`src/rtl/clae_pkg.sv`:
```
`default_nettype none

package clae_pkg;

  localparam int DEF_MAX_SLOTS    = 1024;
  localparam int DEF_MARKER_BYTES = 4;

  localparam int SLOTS_W   = 11;
  localparam int SLOT_CAP_MAX = 2047;
  localparam int CFG_IDX_W = 3;
  localparam int CFG_DATA_W = 32;

  localparam logic [CFG_IDX_W-1:0] REG_BASE_ADDRESS      = 3'd0;
  localparam logic [CFG_IDX_W-1:0] REG_EVENT_ENTRY_BYTES = 3'd1;
  localparam logic [CFG_IDX_W-1:0] REG_EVENT_SLOTS       = 3'd2;
  localparam logic [CFG_IDX_W-1:0] REG_LOG_ENTRY_BYTES   = 3'd3;
  localparam logic [CFG_IDX_W-1:0] REG_LOG_SLOTS         = 3'd4;
  localparam logic [CFG_IDX_W-1:0] REG_EEPROM_BYTES      = 3'd5;

  localparam logic [2:0] OP_READ_EVENT  = 3'd0;
  localparam logic [2:0] OP_WRITE_EVENT = 3'd1;
  localparam logic [2:0] OP_READ_LOG    = 3'd2;
  localparam logic [2:0] OP_WRITE_LOG   = 3'd3;
  localparam logic [2:0] OP_SCAN_START  = 3'd4;
  localparam logic [2:0] OP_SCAN_ENTRY  = 3'd5;
  localparam logic [2:0] OP_CLEAR_AREA  = 3'd6;

  localparam logic RING_EVENT = 1'b0;
  localparam logic RING_LOG   = 1'b1;

  localparam logic STATUS_OK       = 1'b0;
  localparam logic STATUS_BACK_OOR = 1'b1;

  typedef struct packed {
    logic [2:0]  op;
    logic        area;
    logic [9:0]  back_count;
    logic [9:0]  slot;
    logic [63:0] stored_id;
  } req_t;

  typedef struct packed {
    logic [31:0] address;
    logic [7:0]  length;
    logic [63:0] entry_id;
    logic        status;
    logic [31:0] free_address;
    logic [20:0] free_bytes;
  } rsp_t;

  typedef enum logic [2:0] {
    ST_IDLE,
    ST_EV_RING,
    ST_LG_RING,
    ST_MOD,
    ST_ADDR
  } state_t;

endpackage

`default_nettype wire

```
`src/rtl/circular_log_address_engine_top.sv`:
```
`default_nettype none

// Channel  | valid     | stall     | payload
// ---------+-----------+-----------+------------------------------
// request  | req_valid | req_stall | req (clae_pkg::req_t)
// response | rsp_valid | rsp_stall | rsp (clae_pkg::rsp_t)
// config   | cfg_we    | -         | cfg_index, cfg_data
//
// A transaction, accept to accept, runs ST_EV_RING, ST_LG_RING and ST_ADDR through one shared
// multiply-add unit (lg ring start, ring end, entry address).
// A current slot at or beyond the slot count adds the ST_MOD restoring
// remainder over the CUR_W bits of the slot, one bit per cycle.
// rst is synchronous; it loads the register defaults and zeroes slots and ids.
// A finished result waits in the output register; the next request is
// taken meanwhile and holds in the address step until the output frees.

module circular_log_address_engine_top #(
  parameter int MAX_SLOTS    = clae_pkg::DEF_MAX_SLOTS,
  parameter int MARKER_BYTES = clae_pkg::DEF_MARKER_BYTES
) (
  input  wire logic                           clk,
  input  wire logic                           rst,
  input  wire logic                           cfg_we,
  input  wire logic [clae_pkg::CFG_IDX_W-1:0] cfg_index,
  input  wire logic [clae_pkg::CFG_DATA_W-1:0] cfg_data,
  input  wire logic                           req_valid,
  output logic                                req_stall,
  input  wire clae_pkg::req_t                 req,
  output logic                                rsp_valid,
  input  wire logic                           rsp_stall,
  output clae_pkg::rsp_t                      rsp
);

  import clae_pkg::*;

  localparam int SLOT_CAP = (MAX_SLOTS > SLOT_CAP_MAX) ? SLOT_CAP_MAX : MAX_SLOTS;
  localparam int CUR_W    = $clog2(SLOT_CAP);
  localparam int CNT_W    = $clog2(CUR_W + 1);
  localparam logic [SLOTS_W-1:0] SLOT_CAP_V = SLOTS_W'(SLOT_CAP);
  localparam logic [31:0] MARKER_V = 32'(MARKER_BYTES);

  function automatic logic [SLOTS_W-1:0] eff_slots(input logic [SLOTS_W-1:0] n);
    logic [SLOTS_W-1:0] r;
    if (n == '0) begin
      r = SLOTS_W'(1);
    end else if (n > SLOT_CAP_V) begin
      r = SLOT_CAP_V;
    end else begin
      r = n;
    end
    return r;
  endfunction

  // configuration
  logic [31:0]        base_address;
  logic [7:0]         event_entry_bytes;
  logic [SLOTS_W-1:0] event_slots;
  logic [7:0]         log_entry_bytes;
  logic [SLOTS_W-1:0] log_slots;
  logic [20:0]        eeprom_bytes;

  // ring state
  logic [CUR_W-1:0] ev_cur, ev_cur_next;
  logic [CUR_W-1:0] lg_cur, lg_cur_next;
  logic [63:0]      ev_seq, ev_seq_next;
  logic [63:0]      lg_seq, lg_seq_next;

  // sequencer
  state_t state, state_next;
  req_t   job;
  logic   ring;
  logic   need_mod;
  logic [SLOTS_W-1:0] rem;
  logic [CUR_W-1:0]   div_sh;
  logic [CNT_W-1:0]   cnt;
  logic [31:0]        lg_start;
  logic [31:0]        free_end;

  logic [SLOTS_W-1:0] ev_eff, lg_eff;
  logic               req_ring;
  logic [CUR_W-1:0]   req_cur;
  logic [SLOTS_W-1:0] req_slots;
  logic               accept;
  logic               load;

  // shared multiply-add
  logic [31:0]         mac_add;
  logic [SLOTS_W-1:0]  mac_a;
  logic [7:0]          mac_b;
  logic [18:0]         mac_prod;
  logic [31:0]         mac_out;

  // address step
  logic [SLOTS_W-1:0] slots_sel;
  logic [7:0]         ebytes_sel;
  logic [63:0]        seq_sel;
  logic [SLOTS_W-1:0] c_inc;
  logic [SLOTS_W-1:0] c_nxt;
  logic [SLOTS_W:0]   d_wrap;
  logic [SLOTS_W-1:0] d_idx;
  logic [SLOTS_W-1:0] back_ext;
  logic [SLOTS_W-1:0] slot_ext;
  logic               back_oor;
  logic               slot_ok;
  logic               id_win;
  logic [SLOTS_W-1:0] idx;
  logic [31:0]        start_sel;
  logic [20:0]        used;
  logic [SLOTS_W:0]   mod_try;
  rsp_t               rsp_next;

  assign ev_eff = eff_slots(event_slots);
  assign lg_eff = eff_slots(log_slots);

  always_comb begin
    if (req.op == OP_READ_EVENT || req.op == OP_WRITE_EVENT) begin
      req_ring = RING_EVENT;
    end else if (req.op == OP_READ_LOG || req.op == OP_WRITE_LOG) begin
      req_ring = RING_LOG;
    end else begin
      req_ring = req.area;
    end
  end

  assign req_cur   = (req_ring == RING_LOG) ? lg_cur : ev_cur;
  assign req_slots = (req_ring == RING_LOG) ? lg_eff : ev_eff;
  assign req_stall = (state != ST_IDLE);
  assign accept    = req_valid && !req_stall;
  assign load      = (state == ST_ADDR) && (!rsp_valid || !rsp_stall);

  always_ff @(posedge clk) begin
    if (rst) begin
      base_address      <= 32'd0;
      event_entry_bytes <= 8'd16;
      event_slots       <= SLOTS_W'(64);
      log_entry_bytes   <= 8'd16;
      log_slots         <= SLOTS_W'(64);
      eeprom_bytes      <= 21'd8192;
    end else if (cfg_we) begin
      unique case (cfg_index)
        REG_BASE_ADDRESS:      base_address      <= cfg_data;
        REG_EVENT_ENTRY_BYTES: event_entry_bytes <= cfg_data[7:0];
        REG_EVENT_SLOTS:       event_slots       <= cfg_data[SLOTS_W-1:0];
        REG_LOG_ENTRY_BYTES:   log_entry_bytes   <= cfg_data[7:0];
        REG_LOG_SLOTS:         log_slots         <= cfg_data[SLOTS_W-1:0];
        REG_EEPROM_BYTES:      eeprom_bytes      <= cfg_data[20:0];
        default: ;
      endcase
    end
  end

  // shared unit operand select
  always_comb begin
    mac_add = start_sel;
    mac_a   = idx;
    mac_b   = ebytes_sel;
    unique case (state)
      ST_EV_RING: begin
        mac_add = base_address + MARKER_V;
        mac_a   = ev_eff;
        mac_b   = event_entry_bytes;
      end
      ST_LG_RING: begin
        mac_add = lg_start + MARKER_V;
        mac_a   = lg_eff;
        mac_b   = log_entry_bytes;
      end
      default: ;
    endcase
  end

  assign mac_prod = 19'(mac_a) * 19'(mac_b);
  assign mac_out  = mac_add + 32'(mac_prod);

  assign mod_try = {rem, div_sh[CUR_W-1]};

  // address step
  always_comb begin
    slots_sel  = (ring == RING_LOG) ? lg_eff : ev_eff;
    ebytes_sel = (ring == RING_LOG) ? log_entry_bytes : event_entry_bytes;
    seq_sel    = (ring == RING_LOG) ? lg_seq : ev_seq;
    start_sel  = (ring == RING_LOG) ? lg_start : base_address;
    c_inc      = rem + SLOTS_W'(1);
    c_nxt      = (c_inc == slots_sel) ? '0 : c_inc;
    back_ext   = SLOTS_W'(job.back_count);
    slot_ext   = SLOTS_W'(job.slot);
    back_oor   = (back_ext >= slots_sel);
    slot_ok    = (slot_ext < slots_sel);
    id_win     = (job.stored_id >= seq_sel);
    d_wrap     = {1'b0, rem} + {1'b0, slots_sel} - {1'b0, back_ext};
    d_idx      = (rem >= back_ext) ? (rem - back_ext) : d_wrap[SLOTS_W-1:0];
    used       = 21'(free_end - base_address);

    ev_cur_next = ev_cur;
    lg_cur_next = lg_cur;
    ev_seq_next = ev_seq;
    lg_seq_next = lg_seq;

    idx = '0;
    rsp_next.address  = '0;
    rsp_next.length   = '0;
    rsp_next.entry_id = '0;
    rsp_next.status   = STATUS_OK;
    rsp_next.free_address = (base_address > lg_start) ? lg_start : free_end;
    rsp_next.free_bytes   = (eeprom_bytes > used) ? (eeprom_bytes - used) : '0;

    unique case (job.op)
      OP_READ_EVENT: begin
        idx = d_idx;
        rsp_next.entry_id = seq_sel;
        if (back_oor) begin
          rsp_next.status = STATUS_BACK_OOR;
        end else begin
          rsp_next.address = mac_out;
          rsp_next.length  = ebytes_sel;
        end
      end
      OP_WRITE_EVENT, OP_WRITE_LOG: begin
        idx = c_nxt;
        rsp_next.address  = mac_out;
        rsp_next.length   = ebytes_sel;
        rsp_next.entry_id = seq_sel + 64'd1;
        if (ring == RING_LOG) begin
          lg_cur_next = CUR_W'(c_nxt);
          lg_seq_next = seq_sel + 64'd1;
        end else begin
          ev_cur_next = CUR_W'(c_nxt);
          ev_seq_next = seq_sel + 64'd1;
        end
      end
      OP_READ_LOG: begin
        idx = rem;
        rsp_next.address  = mac_out;
        rsp_next.length   = ebytes_sel;
        rsp_next.entry_id = seq_sel;
      end
      OP_SCAN_START, OP_CLEAR_AREA: begin
        idx = slots_sel;
        rsp_next.address = mac_out;
        rsp_next.length  = 8'(MARKER_BYTES);
        if (ring == RING_LOG) begin
          lg_cur_next = '0;
          lg_seq_next = '0;
        end else begin
          ev_cur_next = '0;
          ev_seq_next = '0;
        end
      end
      OP_SCAN_ENTRY: begin
        idx = slot_ext;
        rsp_next.entry_id = seq_sel;
        if (slot_ok) begin
          rsp_next.address = mac_out;
          rsp_next.length  = ebytes_sel;
          if (id_win) begin
            rsp_next.entry_id = job.stored_id;
            if (ring == RING_LOG) begin
              lg_cur_next = CUR_W'(job.slot);
              lg_seq_next = job.stored_id;
            end else begin
              ev_cur_next = CUR_W'(job.slot);
              ev_seq_next = job.stored_id;
            end
          end
        end
      end
      default: ;
    endcase
  end

  always_comb begin
    state_next = state;
    unique case (state)
      ST_IDLE:    if (accept) state_next = ST_EV_RING;
      ST_EV_RING: state_next = ST_LG_RING;
      ST_LG_RING: state_next = need_mod ? ST_MOD : ST_ADDR;
      ST_MOD:     if (cnt == CNT_W'(1)) state_next = ST_ADDR;
      ST_ADDR:    if (load) state_next = ST_IDLE;
      default:    state_next = ST_IDLE;
    endcase
  end

  always_ff @(posedge clk) begin
    if (rst) begin
      state <= ST_IDLE;
    end else begin
      state <= state_next;
    end
  end

  always_ff @(posedge clk) begin
    if (rst) begin
      ev_cur    <= '0;
      lg_cur    <= '0;
      ev_seq    <= '0;
      lg_seq    <= '0;
      rsp_valid <= 1'b0;
    end else begin
      if (load) begin
        ev_cur    <= ev_cur_next;
        lg_cur    <= lg_cur_next;
        ev_seq    <= ev_seq_next;
        lg_seq    <= lg_seq_next;
        rsp_valid <= 1'b1;
      end else if (rsp_valid && !rsp_stall) begin
        rsp_valid <= 1'b0;
      end
    end
  end

  always_ff @(posedge clk) begin
    if (load) begin
      rsp <= rsp_next;
    end
  end

  // job capture, ring sums and slot remainder
  always_ff @(posedge clk) begin
    if (accept) begin
      job    <= req;
      ring   <= req_ring;
      div_sh <= req_cur;
      cnt    <= CNT_W'(CUR_W);
      if (SLOTS_W'(req_cur) < req_slots) begin
        need_mod <= 1'b0;
        rem      <= SLOTS_W'(req_cur);
      end else begin
        need_mod <= 1'b1;
        rem      <= '0;
      end
    end
    if (state == ST_EV_RING) begin
      lg_start <= mac_out;
    end
    if (state == ST_LG_RING) begin
      free_end <= mac_out;
    end
    if (state == ST_MOD) begin
      div_sh <= div_sh << 1;
      cnt    <= cnt - CNT_W'(1);
      if (mod_try >= {1'b0, slots_sel}) begin
        rem <= SLOTS_W'(mod_try - {1'b0, slots_sel});
      end else begin
        rem <= mod_try[SLOTS_W-1:0];
      end
    end
  end

endmodule

`default_nettype wire
```
`config.mk`:
```
export PLATFORM = sky130hd
export DESIGN_NAME = circular_log_address_engine_top
export DESIGN_NICKNAME = d
export VERILOG_FILES = /design/src/rtl/clae_pkg.sv /design/src/rtl/circular_log_address_engine_top.sv
export SDC_FILE = /design/constraint.sdc
export NUM_CORES = 2
export LEC_CHECK = 0
export ABC_AREA = 1
export BUFFER_PORTS_ARGS = -buffer_cell sky130_fd_sc_hd__buf_2
export CAP_MARGIN = 20
export CORE_MARGIN = 2
export CORE_UTILIZATION = 55
export CTS_BUF_LIST = sky130_fd_sc_hd__clkbuf_2 sky130_fd_sc_hd__clkbuf_4 sky130_fd_sc_hd__clkbuf_8
export DETAILED_ROUTE_END_ITERATION = 16
export PLACE_DENSITY = 0.72
export SLEW_MARGIN = 20
export SYNTH_ARGS = -nofsm -noshare
export SYNTH_HDL_FRONTEND = slang
export SYNTH_SLANG_ARGS = --single-unit
```
`constraint.sdc`:
```
create_clock -name clk -period 13.65 [get_ports clk]
set_clock_uncertainty 0.15 [all_clocks]
set_input_delay 1.365 -clock clk [delete_from_list [all_inputs] [get_ports clk]]
set_output_delay 1.365 -clock clk [all_outputs]
set_load 0.1 [all_outputs]
```
==> flow_metrics.tcl <==
set metrics [dict create \
    status "complete, no violations" \
    placed_cell_area_um2 42400 \
    synth_nets 5963 \
    clock_sinks 579 \
    ant_nets 0 \
    ys_warn_count 0 \
    p_per_area_nw_per_um2 215 \
    rsz0062_at_grt "no" \
    crit_path_max_incr_delay_ns 0.94 \
    maxSlewViolCount 0 \
    clockRootBuffer "clkbuf_8" \
    syn_area_per_cell_um2 7.33 \
    grtUsageTotal 0.345 \
    crit_path_end_kind "register" \
    crit_fanout 28 \
    first_global_vias 35700 \
    instances_no_fill 6788 \
    grt_util_met3 0.0559 \
    synth-edff-count 335 \
    vias 38000 \
    ys_seq_elements 579 \
    fill_cells 6758 \
    synth_top_cell_by_area "edfxtp_1" \
    use_met1 0.455 \
    hp-start "eeprom_bytes[0]$_SDFFE_PP0P_" \
    mostFrequentLayoutCell "nand2_1" \
    crit_slowest_cell "edfxtp_1" \
    holdCritPathClass "register to register" \
    routed_via_density 5.60 \
    cp_top_family "adder cells" \
    routed_wl_um 132000 \
    netlist_area_um2 40400 \
    cp-startpoint "ring$_DFFE_PP_" \
    die_w_um 275 \
    period_minus_slack_ns 9.51 \
    max_cap_viol_count 0 \
    tns_ns 0 \
    relSlewSlack 0.248 \
    path_buf_inv 4 \
    final_cell_mix "nand2_1, inv_1, nor2_1" \
    clock_latency_ns 0.73 \
    cp.arrival_ns 9.77 \
    period_share 0.697 \
    final_area_um2 44500 \
    clkSlewWorstSetupHoldPaths_ns 0.07 \
    finalHoldViolCount 0 \
    grtUsageMet2 0.550 \
    fp.dieH_um 275 \
    async_flop_share 0 \
    synthDistinctLibCells 61 \
    grt_max_degree 113 \
    worstMarginPinSlew_ns 1.13 \
    cts_made_buffers 97 \
    vdd_drop_max_mv 0.241 \
    rows 99 \
    critPathRequiredTime_ns 13.91 \
    start_kind "register" \
    coreArea_um2 72800 \
    drtIter0Drc 3620 \
    htree_levels 3 \
    top_usage_layer "met2" \
    hold_ws_ns 0.315 \
    drc 0 \
    grt_overflow 0 \
    area_growth_pct 10.2 \
    cts_tree "built" \
    initial_core_util 0.554 \
    netlist_instances 5511 \
    drt-wirelength-per-cell_um 19.4 \
    dp_hpwl_um 101000 \
    cts-resized-gates 0 \
    yosys_most_used_dff "edfxtp_1" \
    worstReg2RegStart "ring$_DFFE_PP_" \
    grt_pass1_wl_um 202000 \
    criticalPathCategory "register to register" \
    die-area_um2 75600 \
    dr.pass1.iters 6 \
    nets 6196 \
    gp_congestion 1.05 \
    cp_common_cell "fa_1" \
    port_buffers 287 \
    postCtsSetupRepairBufs 0 \
    antenna_found_initial 3 \
    fmax_mhz 105 \
    cts_hold_buffers 0 \
    p_leak_nw 20.7 \
    placed_cells 6604 \
    drive_above_1_share 0.107 \
    ios 288 \
    synthTopCellsByArea "edfxtp_1, dfxtp_1, nand2_1" \
    setup_viol 0 \
    ys_seq_area_frac 0.370 \
    netlist.area_leader.share 0.249 \
    cts_buffer_depth 3 \
]
[through the flow]
| stage | power (mW) | setup slack, ns | utilization |
|---|---|---|---|
| floorplan | 6.36 | 3.08 | - |
| global placement | 7.77 | 4.46 | 0.582 |
| detailed placement | 7.85 | 4.30 | 0.582 |
| CTS | 9.52 | 4.30 | 0.610 |
| global route | 10.3 | 3.39 | 0.611 |
| finish | 9.57 | 4.14 | 0.611 |
[path summary, 6_finish.rpt]
path / end / slack [ns] / cells after the start
setup reg to reg: rsp[153]$_DFFE_PP_ / 4.14 / 34
setup / recovery: rsp[153]$_DFFE_PP_ / 4.14 / 34
hold / removal: eeprom_bytes[0]$_SDFFE_PP0P_ / 0.31 / 2
hold reg to reg: eeprom_bytes[0]$_SDFFE_PP0P_ / 0.31 / 2
[power breakdown]
group | leakage, nW | internal (mW) | switching (mW)
clock | 1.08 | 0.893 | 0.758
sequential | 5.09 | 2.41 | 0.231
combinational | 14.5 | 1.55 | 3.73
[worst reg2reg max path: cells and delay by family, from the launching register on]
| kind | cells | cell delay (ns) |
|---|---|---|
| flops | 1 | 0.94 |
| buf+inv | 4 | 0.58 |
| compound gates | 9 | 2.31 |
| xor+xnor | 2 | 0.29 |
| simple gates | 12 | 1.68 |
| fa+ha+maj | 7 | 3.29 |
[final cells by class]
cell class / instances / area [µm²] / share of cell area
Timing Repair Buffer: 323 / 1710 / 0.0384
Inverter: 838 / 3150 / 0.0709
Antenna cell: 2 / 5.00 / 0.000113
Clock buffer: 134 / 1670 / 0.0375
Sequential cell: 579 / 14900 / 0.336
Multi-Input combinational cell: 3905 / 21400 / 0.481
Clock inverter: 48 / 379 / 0.00853
Tap cell: 959 / 1200 / 0.0270
[cell families after synthesis]
group,synth area share
simple gates,0.264
buf+inv,0.101
compound gates,0.127
flops,0.370
fa+ha+maj,0.116
xor+xnor,0.0217
[state kept, by name, summed over array words and instances, names as in the netlist, 10 cells and up]
register      count
rsp             158
job              77
ev_seq           64
lg_seq           64
base_address     32
free_end         32
lg_start         32
eeprom_bytes     21
event_slots      11
log_slots        11
rem              11
back_ext         10
div_sh           10
ev_cur           10
lg_cur           10
[synth_stat cells (all sizes together), types with 2 or more instances]
library cell  number
o22ai             56
o21a               7
a21o               6
o221ai            12
clkbuf           109
nand3b             5
nand3            392
a21boi             4
xor2              70
fa                84
a21oi            253
buf               80
o31ai              4
ha               240
nand4             80
o2111ai            2
a31o               2
nor4               8
xnor2             30
a211oi             8
a22oi             10
o21bai             6
edfxtp           335
nor4b              2
inv              828
o311ai             2
clkinv            10
or2               12
dfxtp            244
nand2           1213
nor2             794
o21ai            518
a31oi             21
o211ai            20
nor3              40
[per-layer routing]
| metal | share of wire | vias to the layer above | routed length, µm |
|---|---|---|---|
| li1 | - | 18500 | - |
| met1 | 0.42 | 17600 | 54900 |
| met2 | 0.45 | 1636 | 59100 |
| met3 | 0.080 | 324 | 10500 |
| met4 | 0.055 | 2 | 7190 |
| met5 | 0.000053 | - | 7 |
(Power assumes the default switching activity.)
